File: config.mk
export PLATFORM = sky130hd
export DESIGN_NAME = lidar_polar_to_cartesian_gate_top
export DESIGN_NICKNAME = d
export VERILOG_FILES = /design/src/design/lpcg_pkg.sv /design/src/design/lidar_polar_to_cartesian_gate_top.sv
export SDC_FILE = /design/constraint.sdc
export NUM_CORES = 2
export LEC_CHECK = 0
export ABC_AREA = 1
export ABC_CLOCK_PERIOD_IN_PS = 7700
export BUFFER_PORTS_ARGS = -buffer_cell sky130_fd_sc_hd__buf_2
export CAP_MARGIN = 10
export CORE_MARGIN = 1
export CORE_UTILIZATION = 57
export DETAILED_ROUTE_END_ITERATION = 7
export GPL_ROUTABILITY_DRIVEN = 0
export GPL_TIMING_DRIVEN = 0
export HOLD_SLACK_MARGIN = 0.03
export PLACE_DENSITY = 0.86
export REMOVE_ABC_BUFFERS = 1
export SYNTH_ARGS = -nofsm -noshare
export SYNTH_HDL_FRONTEND = slang
export SYNTH_SLANG_ARGS = --single-unit
File: constraint.sdc
create_clock -name clk -period 7.7 [get_ports clk]
set_clock_uncertainty 0.15 [all_clocks]
set_input_delay 1.155 -clock clk [delete_from_list [all_inputs] [get_ports clk]]
set_output_delay 1.155 -clock clk [all_outputs]
set_load 0.01 [all_outputs]
File: src/design/lpcg_pkg.sv
// Shared constants, register codes and helper functions for the lidar polar-to-cartesian gate.
`timescale 1ns / 1ps
package lpcg_pkg;

  // 0.1 m in Q8.8 (nearest LSB)
  localparam logic [15:0] RANGE_MARGIN = 16'd26;
  // CORDIC gain inverse, Q0.32, limit value
  localparam logic [31:0] GAIN_INV     = 32'h9B74EDA8;
  localparam int          MAX_STAGES   = 24;
  // digit width of the serial multipliers
  localparam int          DIGIT        = 4;

  // register indexes (byte address / 4)
  localparam logic [2:0] REG_START_ANGLE = 3'd0;
  localparam logic [2:0] REG_ANGLE_STEP  = 3'd1;
  localparam logic [2:0] REG_MIN_RANGE   = 3'd2;
  localparam logic [2:0] REG_MAX_RANGE   = 3'd3;
  localparam logic [2:0] REG_CELLS_PER_M = 3'd4;

  typedef logic signed [35:0] cord_t;   // CORDIC x / y, Q20.16
  typedef logic signed [33:0] ang_t;    // CORDIC z, 2^32 per turn

  // arctan(2^-i), 2^32 per turn
  function automatic logic [31:0] atan_lut(input logic [4:0] i);
    logic [31:0] a;
    case (i)
      5'd0:    a = 32'h20000000;
      5'd1:    a = 32'h12E4051E;
      5'd2:    a = 32'h09FB385B;
      5'd3:    a = 32'h051111D4;
      5'd4:    a = 32'h028B0D43;
      5'd5:    a = 32'h0145D7E1;
      5'd6:    a = 32'h00A2F61E;
      5'd7:    a = 32'h00517C55;
      5'd8:    a = 32'h0028BE53;
      5'd9:    a = 32'h00145F2F;
      5'd10:   a = 32'h000A2F98;
      5'd11:   a = 32'h000517CC;
      5'd12:   a = 32'h00028BE6;
      5'd13:   a = 32'h000145F3;
      5'd14:   a = 32'h0000A2FA;
      5'd15:   a = 32'h0000517D;
      5'd16:   a = 32'h000028BE;
      5'd17:   a = 32'h0000145F;
      5'd18:   a = 32'h00000A30;
      5'd19:   a = 32'h00000518;
      5'd20:   a = 32'h0000028C;
      5'd21:   a = 32'h00000146;
      5'd22:   a = 32'h000000A3;
      5'd23:   a = 32'h00000051;
      default: a = 32'h00000000;
    endcase
    return a;
  endfunction

  // Q20.16 -> Q16.8, round half up, saturate to 24-bit signed
  function automatic logic [23:0] to_cells(input cord_t v);
    logic signed [36:0] s;
    logic signed [36:0] r;
    logic [23:0]        o;
    s = 37'(v) + 37'sd128;
    r = s >>> 8;
    if (r > 37'sd8388607) begin
      o = 24'h7FFFFF;
    end else if (r < -37'sd8388608) begin
      o = 24'h800000;
    end else begin
      o = r[23:0];
    end
    return o;
  endfunction

endpackage

File: src/design/lidar_polar_to_cartesian_gate_top.sv
// Top level of the lidar range gate and polar-to-cartesian converter.
`timescale 1ns / 1ps
// Takes one range sample per input transfer and returns exactly one point per
// sample. The beam angle reloads from start_angle on scan_start and advances
// by angle_step after every sample, kept or not. A sample is kept when it lies
// strictly above min_range and strictly below max_range - 0.1 m. A rejected
// sample goes from the accepting state straight to the output state, where
// its point (0,0, kept low) is loaded once the output register is free. A
// kept sample goes through a 4-bit-per-cycle serial multiplier for range *
// cells_per_meter, a second 4-bit digit-serial multiply by the CORDIC gain
// inverse, a seed step, CORDIC_STAGES iterations of one shared rotation stage
// (capped at 24) and the same output state. No new sample is accepted until
// the current one has left the output state. The result sits in an output
// register, so the next sample is taken while a finished point waits; only a
// further finished point waits for the output side. Registers on the APB port
// at byte address 4*i: start_angle, angle_step, min_range, max_range,
// cells_per_meter; write them only while the block is idle.
module lidar_polar_to_cartesian_gate_top
  import lpcg_pkg::*;
#(
  parameter int CORDIC_STAGES = 16
) (
  input  logic               clk,
  input  logic               rst_n,
  // range sample input
  input  logic               in_valid,
  output logic               in_ready,
  input  logic [15:0]        in_range_sample,
  input  logic               in_scan_start,
  input  logic               in_scan_end,
  // point output
  output logic               out_valid,
  input  logic               out_ready,
  output logic signed [23:0] out_x_cells,
  output logic signed [23:0] out_y_cells,
  output logic               out_kept,
  output logic               out_end_of_scan,
  // APB register port
  input  logic               psel,
  input  logic               penable,
  input  logic               pwrite,
  input  logic [4:0]         paddr,
  input  logic [31:0]        pwdata,
  output logic [31:0]        prdata,
  output logic               pready
);

  // stages beyond the table length act as the last table length
  localparam int NSTG  = (CORDIC_STAGES > MAX_STAGES) ? MAX_STAGES : CORDIC_STAGES;
  localparam int ROT_W = $clog2(NSTG);
  localparam logic [ROT_W-1:0] ROT_LAST = ROT_W'(NSTG - 1);
  localparam int MUL1_STEPS = 16 / DIGIT;
  localparam int MUL2_STEPS = 32 / DIGIT;

  localparam logic [2:0] S_IDLE = 3'd0;
  localparam logic [2:0] S_MUL1 = 3'd1;
  localparam logic [2:0] S_MUL2 = 3'd2;
  localparam logic [2:0] S_SEED = 3'd3;
  localparam logic [2:0] S_ROT  = 3'd4;
  localparam logic [2:0] S_FIN  = 3'd5;

  // ---------------- configuration registers ----------------
  logic [15:0] start_angle_r, angle_step_r, min_range_r, max_range_r, cpm_r;
  logic        cfg_wr;

  assign pready = 1'b1;
  assign cfg_wr = psel & penable & pwrite;

  always_ff @(posedge clk) begin
    if (!rst_n) begin
      start_angle_r <= 16'd0;
      angle_step_r  <= 16'd0;
      min_range_r   <= 16'd0;
      max_range_r   <= 16'd7680;
      cpm_r         <= 16'd10240;
    end else if (cfg_wr) begin
      case (paddr[4:2])
        REG_START_ANGLE: start_angle_r <= pwdata[15:0];
        REG_ANGLE_STEP:  angle_step_r  <= pwdata[15:0];
        REG_MIN_RANGE:   min_range_r   <= pwdata[15:0];
        REG_MAX_RANGE:   max_range_r   <= pwdata[15:0];
        REG_CELLS_PER_M: cpm_r         <= pwdata[15:0];
        default: ;
      endcase
    end
  end

  always_comb begin
    case (paddr[4:2])
      REG_START_ANGLE: prdata = {16'd0, start_angle_r};
      REG_ANGLE_STEP:  prdata = {16'd0, angle_step_r};
      REG_MIN_RANGE:   prdata = {16'd0, min_range_r};
      REG_MAX_RANGE:   prdata = {16'd0, max_range_r};
      REG_CELLS_PER_M: prdata = {16'd0, cpm_r};
      default:         prdata = 32'd0;
    endcase
  end

  // ---------------- control ----------------
  logic [2:0]       state_r, state_nxt;
  logic [2:0]       dig_cnt_r, dig_cnt_nxt;     // multiplier digit count
  logic [ROT_W-1:0] rot_cnt_r, rot_cnt_nxt;     // CORDIC iteration
  logic [15:0]      beam_angle_r, beam_angle_nxt;
  logic             out_valid_r, out_valid_nxt;

  // datapath
  logic [15:0] rng_sh_r, rng_sh_nxt;    // range digits, MSB first
  logic [31:0] p_r, p_nxt;              // scaled range, then shifted out LSB first
  logic [31:0] hi_r, hi_nxt;            // high word of p * GAIN_INV
  logic        rnd_r, rnd_nxt;          // product bit 31 for rounding
  logic [15:0] ang_r, ang_nxt;
  logic        keep_r, keep_nxt;
  logic        last_r, last_nxt;
  cord_t       x_r, x_nxt, y_r, y_nxt;
  ang_t        z_r, z_nxt;

  logic [23:0] ox_r, ox_nxt, oy_r, oy_nxt;
  logic        okept_r, okept_nxt, oend_r, oend_nxt;

  logic              in_xfer, out_free;
  logic [15:0]       ang_cur;
  logic signed [17:0] upper_lim;
  logic              keep_cur;
  logic [35:0]       mul2_sum;
  logic [32:0]       x_seed;
  logic              fold;
  logic [31:0]       zu;
  cord_t             dx, dy;
  ang_t              at;

  assign in_ready  = (state_r == S_IDLE);
  assign in_xfer   = in_valid & in_ready;
  assign out_free  = !out_valid_r || out_ready;

  assign ang_cur   = in_scan_start ? start_angle_r : beam_angle_r;
  assign upper_lim = $signed({2'b00, max_range_r}) - $signed({2'b00, RANGE_MARGIN});
  assign keep_cur  = (in_range_sample > min_range_r) &&
                     ($signed({2'b00, in_range_sample}) < upper_lim);

  // one digit of p times the gain inverse, accumulator shifted down a digit
  assign mul2_sum = {4'd0, hi_r} + 36'(p_r[DIGIT-1:0]) * 36'(GAIN_INV);

  // seed: round, fold left half plane by a half turn
  assign x_seed = {1'b0, hi_r} + 33'(rnd_r);
  assign fold   = ang_r[15] ^ ang_r[14];
  assign zu     = {ang_r[15] ^ fold, ang_r[14:0], 16'd0};

  assign dx = y_r >>> rot_cnt_r;
  assign dy = x_r >>> rot_cnt_r;
  assign at = ang_t'({2'b00, atan_lut(5'(rot_cnt_r))});

  always_comb begin
    state_nxt      = state_r;
    dig_cnt_nxt    = dig_cnt_r;
    rot_cnt_nxt    = rot_cnt_r;
    beam_angle_nxt = beam_angle_r;
    out_valid_nxt  = out_valid_r;
    rng_sh_nxt     = rng_sh_r;
    p_nxt          = p_r;
    hi_nxt         = hi_r;
    rnd_nxt        = rnd_r;
    ang_nxt        = ang_r;
    keep_nxt       = keep_r;
    last_nxt       = last_r;
    x_nxt          = x_r;
    y_nxt          = y_r;
    z_nxt          = z_r;
    ox_nxt         = ox_r;
    oy_nxt         = oy_r;
    okept_nxt      = okept_r;
    oend_nxt       = oend_r;

    if (out_valid_r && out_ready) begin
      out_valid_nxt = 1'b0;
    end

    case (state_r)
      S_IDLE: begin
        if (in_xfer) begin
          ang_nxt        = ang_cur;
          beam_angle_nxt = ang_cur + angle_step_r;
          keep_nxt       = keep_cur;
          last_nxt       = in_scan_end;
          rng_sh_nxt     = in_range_sample;
          p_nxt          = 32'd0;
          hi_nxt         = 32'd0;
          dig_cnt_nxt    = 3'd0;
          state_nxt      = keep_cur ? S_MUL1 : S_FIN;
        end
      end
      S_MUL1: begin
        p_nxt       = {p_r[31-DIGIT:0], {DIGIT{1'b0}}} +
                      32'(rng_sh_r[15 -: DIGIT]) * 32'(cpm_r);
        rng_sh_nxt  = {rng_sh_r[15-DIGIT:0], {DIGIT{1'b0}}};
        dig_cnt_nxt = dig_cnt_r + 3'd1;
        if (dig_cnt_r == 3'(MUL1_STEPS - 1)) begin
          dig_cnt_nxt = 3'd0;
          state_nxt   = S_MUL2;
        end
      end
      S_MUL2: begin
        hi_nxt      = mul2_sum[35:DIGIT];
        rnd_nxt     = mul2_sum[DIGIT-1];
        p_nxt       = {{DIGIT{1'b0}}, p_r[31:DIGIT]};
        dig_cnt_nxt = dig_cnt_r + 3'd1;
        if (dig_cnt_r == 3'(MUL2_STEPS - 1)) begin
          dig_cnt_nxt = 3'd0;
          state_nxt   = S_SEED;
        end
      end
      S_SEED: begin
        x_nxt       = fold ? -$signed({3'b000, x_seed}) : $signed({3'b000, x_seed});
        y_nxt       = '0;
        z_nxt       = ang_t'($signed(zu));
        rot_cnt_nxt = '0;
        state_nxt   = S_ROT;
      end
      S_ROT: begin
        if (!z_r[33]) begin
          x_nxt = x_r - dx;
          y_nxt = y_r + dy;
          z_nxt = z_r - at;
        end else begin
          x_nxt = x_r + dx;
          y_nxt = y_r - dy;
          z_nxt = z_r + at;
        end
        rot_cnt_nxt = rot_cnt_r + ROT_W'(1);
        if (rot_cnt_r == ROT_LAST) begin
          state_nxt = S_FIN;
        end
      end
      S_FIN: begin
        // wait here only while an earlier point is still held
        if (out_free) begin
          ox_nxt        = keep_r ? to_cells(x_r) : 24'd0;
          oy_nxt        = keep_r ? to_cells(y_r) : 24'd0;
          okept_nxt     = keep_r;
          oend_nxt      = last_r;
          out_valid_nxt = 1'b1;
          state_nxt     = S_IDLE;
        end
      end
      default: begin
        state_nxt = S_IDLE;
      end
    endcase
  end

  always_ff @(posedge clk) begin
    if (!rst_n) begin
      state_r      <= S_IDLE;
      dig_cnt_r    <= 3'd0;
      rot_cnt_r    <= '0;
      beam_angle_r <= 16'd0;
      out_valid_r  <= 1'b0;
    end else begin
      state_r      <= state_nxt;
      dig_cnt_r    <= dig_cnt_nxt;
      rot_cnt_r    <= rot_cnt_nxt;
      beam_angle_r <= beam_angle_nxt;
      out_valid_r  <= out_valid_nxt;
    end
  end

  always_ff @(posedge clk) begin
    rng_sh_r <= rng_sh_nxt;
    p_r      <= p_nxt;
    hi_r     <= hi_nxt;
    rnd_r    <= rnd_nxt;
    ang_r    <= ang_nxt;
    keep_r   <= keep_nxt;
    last_r   <= last_nxt;
    x_r      <= x_nxt;
    y_r      <= y_nxt;
    z_r      <= z_nxt;
    ox_r     <= ox_nxt;
    oy_r     <= oy_nxt;
    okept_r  <= okept_nxt;
    oend_r   <= oend_nxt;
  end

  assign out_valid       = out_valid_r;
  assign out_x_cells     = $signed(ox_r);
  assign out_y_cells     = $signed(oy_r);
  assign out_kept        = okept_r;
  assign out_end_of_scan = oend_r;

endmodule
== After elaboration in Yosys (flattened, before gate mapping) ==
Memory sizes are Yosys's and may differ from the RTL's. A register that Yosys moved wholly into a read port is not among the register bits.
Cells that the tools add are included.
Storage, ports and cells
  bits in writable memories: 0
  output and inout bits: 85
  latch bits: 0
  bits in read-only memories: 480
  logic and storage cells: 134
  memories: 1
  flip-flop bits (word level): 362
Cells by class
  multipliers: 2
  mux-type cells: 35
  reduce and logical (&&, ||, !) cells: 23
  bitwise gates (word level): 6
  order comparisons: 6
  shift-type cells: 2
  equal/unequal tests: 17
  div/mod/pow operators: 0
  add/sub/neg operators: 16
Memory list
  (no name shown): words 16, width 30, rd ports 1, clocked after Yosys merged registers in 1, wr ports 0, line lpcg_pkg.sv:26  | case (i)
Operator list (count)
  $pmux 36 s2: 2
  $mux 36: 3
  $pmux 32 s3: 1
  $pmux 16 s5: 1
  $add 36x9->37 const B: 2
  $add 36x36->36: 2
  $sshr 36x4->36: 2
  $sub 36x36->36: 2
  $pmux 34 s2: 1
  $pmux 32 s2: 1
  $gt 29x24->1 const B: 2
  $lt 29x24->1 const B: 2
  $mux 24: 2
  $mux 23: 2
  $add 32x36->36: 1
  $neg 33->36: 1
  $add 34x33->34: 1
  $mux 34: 1
  $sub 34x33->34: 1
  $add 32x1->33: 1
  $mul 4x29->33 const B: 1
  $add 32x20->32: 1
  $mux 16: 2
  $mux 32: 1
  32 further kinds: 71

== Logic depth before layout (Yosys ltp) ==
  depth in word-level cells: 6
  gate-level depth with buffers: 33
  gate-level depth less buffers: 31

== Worst setup path before layout ==
Ideal clock, no wire load.
  path kind: reg2reg
  start point: register state_r[1]
  end point: register at[20] (netlist name)
  path buffers: 0
  clock period less this slack: 7031 ps
  setup time: 137 ps
  cell stages (with the launch flop): 11
  data arrival time: 6743 ps
  required time: 7413 ps
  slack: 669 ps
  path through: dfxtp_1 > nand2_1 > o21ai_1 > inv_1 > o21ai_1 > inv_1 > ha_1 > inv_1 > nor2_1 > inv_1 > a22oi_1
Between the ends
  cells in the longest elaborated chain, start to end: 4
  elaborated cells on any way between the ends: 6
RTL lines
  from (decl): line lidar_polar_to_cartesian_gate_top.sv:100  | logic [2:0] state_r, state_nxt;
  from (signal assigned): line lidar_polar_to_cartesian_gate_top.sv:258  | state_r <= state_nxt;
  $eq 3x3->1 or $eq 3x2->1 (tied branches): line lidar_polar_to_cartesian_gate_top.sv:177  | case (state_r)
  $pmux 4 s2 or $reduce_bool 2->1 (tied branches)
  $mux 4 (no source line) * (2 in series)
Mark *: on every way between the ends. The rest lies on a longest branch, timed or not.
A chain may end at the register's enable or synchronous reset.

== Worst setup path in the final report ==
  start point: register rot_cnt_r[1]
  end point: register y_r[35], data pin
Between the ends
  cells in the longest elaborated chain, start to end: 4
  elaborated cells on any way between the ends: 5
RTL lines
  from (decl): line lidar_polar_to_cartesian_gate_top.sv:102  | logic [ROT_W-1:0] rot_cnt_r, rot_cnt_nxt;
  from (signal assigned): line lidar_polar_to_cartesian_gate_top.sv:260  | rot_cnt_r <= rot_cnt_nxt;
  $sshr 36x4->36 *: line lidar_polar_to_cartesian_gate_top.sv:149  | assign dy = x_r >>> rot_cnt_r;
  $add 36x36->36 or $sub 36x36->36 (tied branches): line lidar_polar_to_cartesian_gate_top.sv:221, lidar_polar_to_cartesian_gate_top.sv:225
  $mux 36 *: line lidar_polar_to_cartesian_gate_top.sv:219  | if (!z_r[33]) begin
  $pmux 36 s2 *: line lidar_polar_to_cartesian_gate_top.sv:177
  to (signal assigned): line lidar_polar_to_cartesian_gate_top.sv:275  | y_r <= y_nxt;
  to (decl): line lidar_polar_to_cartesian_gate_top.sv:114  | cord_t x_r, x_nxt, y_r, y_nxt;
Marks and branches as above.

==> metrics.txt <==
vias in the first global route 36270; num rows 93; # DRC 0; Area after DPL 0.0389 mm²; post-synth cell types 66; number of max-cap violations 0; Worst Setup Slack, final 0.931 ns; Critical Path Source Type flip-flop; H-tree levels 2; Synth Warn # 0; n_diodes 0; remaining antenna violation count 0; largest net degree at the start of global routing 87; fin crit share 87.9%; CTS root buffer clkbuf_16; share of post-route cells with drive strength above 1 5.64%; Post-Syn Area 0.0378 mm²; vias 38908; TritonCTS Buffers 46; drt wl/cell 16.9 µm; GR Overflow Total 0; Slew Viols, Final 0; core area 0.0649 mm²; TritonCTS clock tree done; Slew headroom 21.0%; Max Clock Freq 148 MHz; clock latency on the worst-skew pair 0.65 ns; CTS max path bufs 3; Cell Count, Final, Fillers Out 6507; Worst EP required 7.92 ns; GRT Util Overall 31.9%; worst slack, placed 1.34 ns; outcome complete, no violations; fin crit period 6.77 ns; crit end category flip-flop; slowest CP cell dfxtp_2; post-route cell area 0.0406 mm²; Initial Utilization 58.2%; Async SR Flop Fraction 0%; Chip Height 259 µm; most used cell, CP nand2_1; DP Wirelength 83600 µm; first-pass GRT wire length 177000 µm; Post-Route WL 110000 µm; clk sinks 392; I/O pin cnt 147; EDFF count, synth 255; Post-CTS Setup Bufs 0; DR vias/cell 5.98; Inst Count DP 6418; Iteration-0 DRC Markers 4546; fin nets 5990; fill count 5638; post-CTS sizing 0; Seq/Total Area, Yosys 27.5%; Area Growth Syn to Fin 7.60%; Die W 259 µm; Synth Instances 5611; Final Hold Viols 0; maximum fanout along the worst path 72; CTS clk-pin slew, worst paths 0.07 ns; flops & latches, synth 392; Most used DFF post-synth edfxtp_1; number of port buffers 111; initial antenna violation count 0; die footprint 0.0673 mm²; Tightest Pin Transition 1.18 ns; Setup violations, final 0; CTS Hold Buffers Added 0; Hold WC Path Type flip-flop to flip-flop; drt first pass iters 8; reg2reg setup slack 0.93 ns; worst path buffer plus inverter count 6; unrepaired setup endpoints after global routing false; CP Data Arrival Time 6.99 ns; mean post-synth cell area 6.73 µm²; slowest stage delay, CP 0.83 ns; worst setup path category flip-flop to flip-flop; Top delay family on crit path simple AND/OR/NAND/NOR gates
[cell families (layout without fill, tap and decap cells)]
group | after synthesis | in the layout | synth area share (%)
buffers and inverters | 844 | 870 | 8.88
other | 2 | 17 | 0.0199
adders and majority gates | 314 | 314 | 11.5
and+or+nand+nor | 2698 | 2698 | 30.2
xor gates and xnor gates | 217 | 217 | 5.03
DFF | 392 | 392 | 27.5
AOI/OAI and AO/OA | 1141 | 1141 | 16.8
muxes | 3 | 3 | 0.0895
[metal layers]
metal | vias to the layer above | wire length (µm) | track usage (%) | share of wire [%]
li1 | 18803 | - | - | -
met1 | 17600 | 43300 | 40.6 | 39
met2 | 2090 | 50400 | 52.9 | 46
met3 | 415 | 10800 | 5.27 | 9.8
met4 | 0 | 5290 | 14.5 | 4.8
met5 | - | 0 | 0 | 0
[flip-flops by register name (all words and copies together) (netlist names), 24 cells and up]
register	count
x_r	36
y_r	36
z_r	34
hi_r	32
p_r	32
at	30
out_x_cells	24
out_y_cells	24
[per-stage QoR]
stage / hold WS (ns) / setup TNS, ns / util (%)
final: 0.267 / 0 / 62.6
after floorplan: 0.250 / 0 / -
after global routing: 0.292 / 0 / 62.6
after CTS: 0.269 / 0 / 62.5
after global placement: 0.252 / -560.48 / 59.4
after detailed placement: 0.269 / 0 / 60.0
[worst paths after layout]
path                                   start              end  depth (start not counted)
worst min-delay path                  last_r  out_end_of_scan                          0
worst max-delay path            rot_cnt_r[1]          y_r[35]                         29
worst max register to register  rot_cnt_r[1]          y_r[35]                         29
worst min register to register        last_r  out_end_of_scan                          0
[final cells by class]
type | count | area [µm²] | share of cell area [%]
well taps | 855 | 1070 | 2.63
inverters | 652 | 2450 | 6.04
clock buffers | 59 | 1300 | 3.21
clock inverters | 27 | 328 | 0.807
multi-input cells | 4390 | 24100 | 59.3
flip-flops and latches | 392 | 10400 | 25.6
repair buffers | 132 | 963 | 2.37
[layout by cell type, fill, tap and decap left out, types with 86 or more instances in the layout]
cell and n:
dfxtp_1 133, nand2_1 1383, buf_2 111, nor3_1 86, ha_1 260, a21oi_1 438
inv_1 637, o21ai_0 438, edfxtp_1 255, nand3_1 515, nor2_1 551, xor2_1 151
[Yosys cell counts (all sizes together), types with 2 or more instances]
cell type | n | area, µm²
fa | 54 | 1080
a21o | 24 | 180
inv | 647 | 2430
o22ai | 16 | 100
xnor2 | 66 | 578
o221ai | 12 | 105
nand2 | 1404 | 5330
nand4 | 52 | 325
nand3 | 518 | 2610
nand3b | 12 | 90.1
nor3 | 94 | 513
o21a | 29 | 218
nor3b | 4 | 30.0
dfxtp | 137 | 2740
o21bai | 17 | 131
a22oi | 2 | 15.0
mux2 | 3 | 33.8
a211oi | 10 | 75.1
nor2 | 566 | 2170
and2 | 3 | 18.8
a21boi | 14 | 105
a221oi | 18 | 158
ha | 260 | 3250
buf | 78 | 475
a31oi | 34 | 213
xor2 | 151 | 1320
o31ai | 6 | 45.0
conb | 2 | 7.51
o32ai | 3 | 26.3
o21ai | 471 | 2400
clkbuf | 114 | 428
edfxtp | 255 | 7660
o211ai | 26 | 195
a21oi | 447 | 2270
or2 | 19 | 121
a32o | 2 | 20.0
clkinv | 5 | 20.0
o2111ai | 5 | 43.8
nor4b | 2 | 17.5
nor4 | 23 | 165
Power is not shown: default switching activity piles up to over one toggle a cycle in this logic, so the estimate is an artifact.
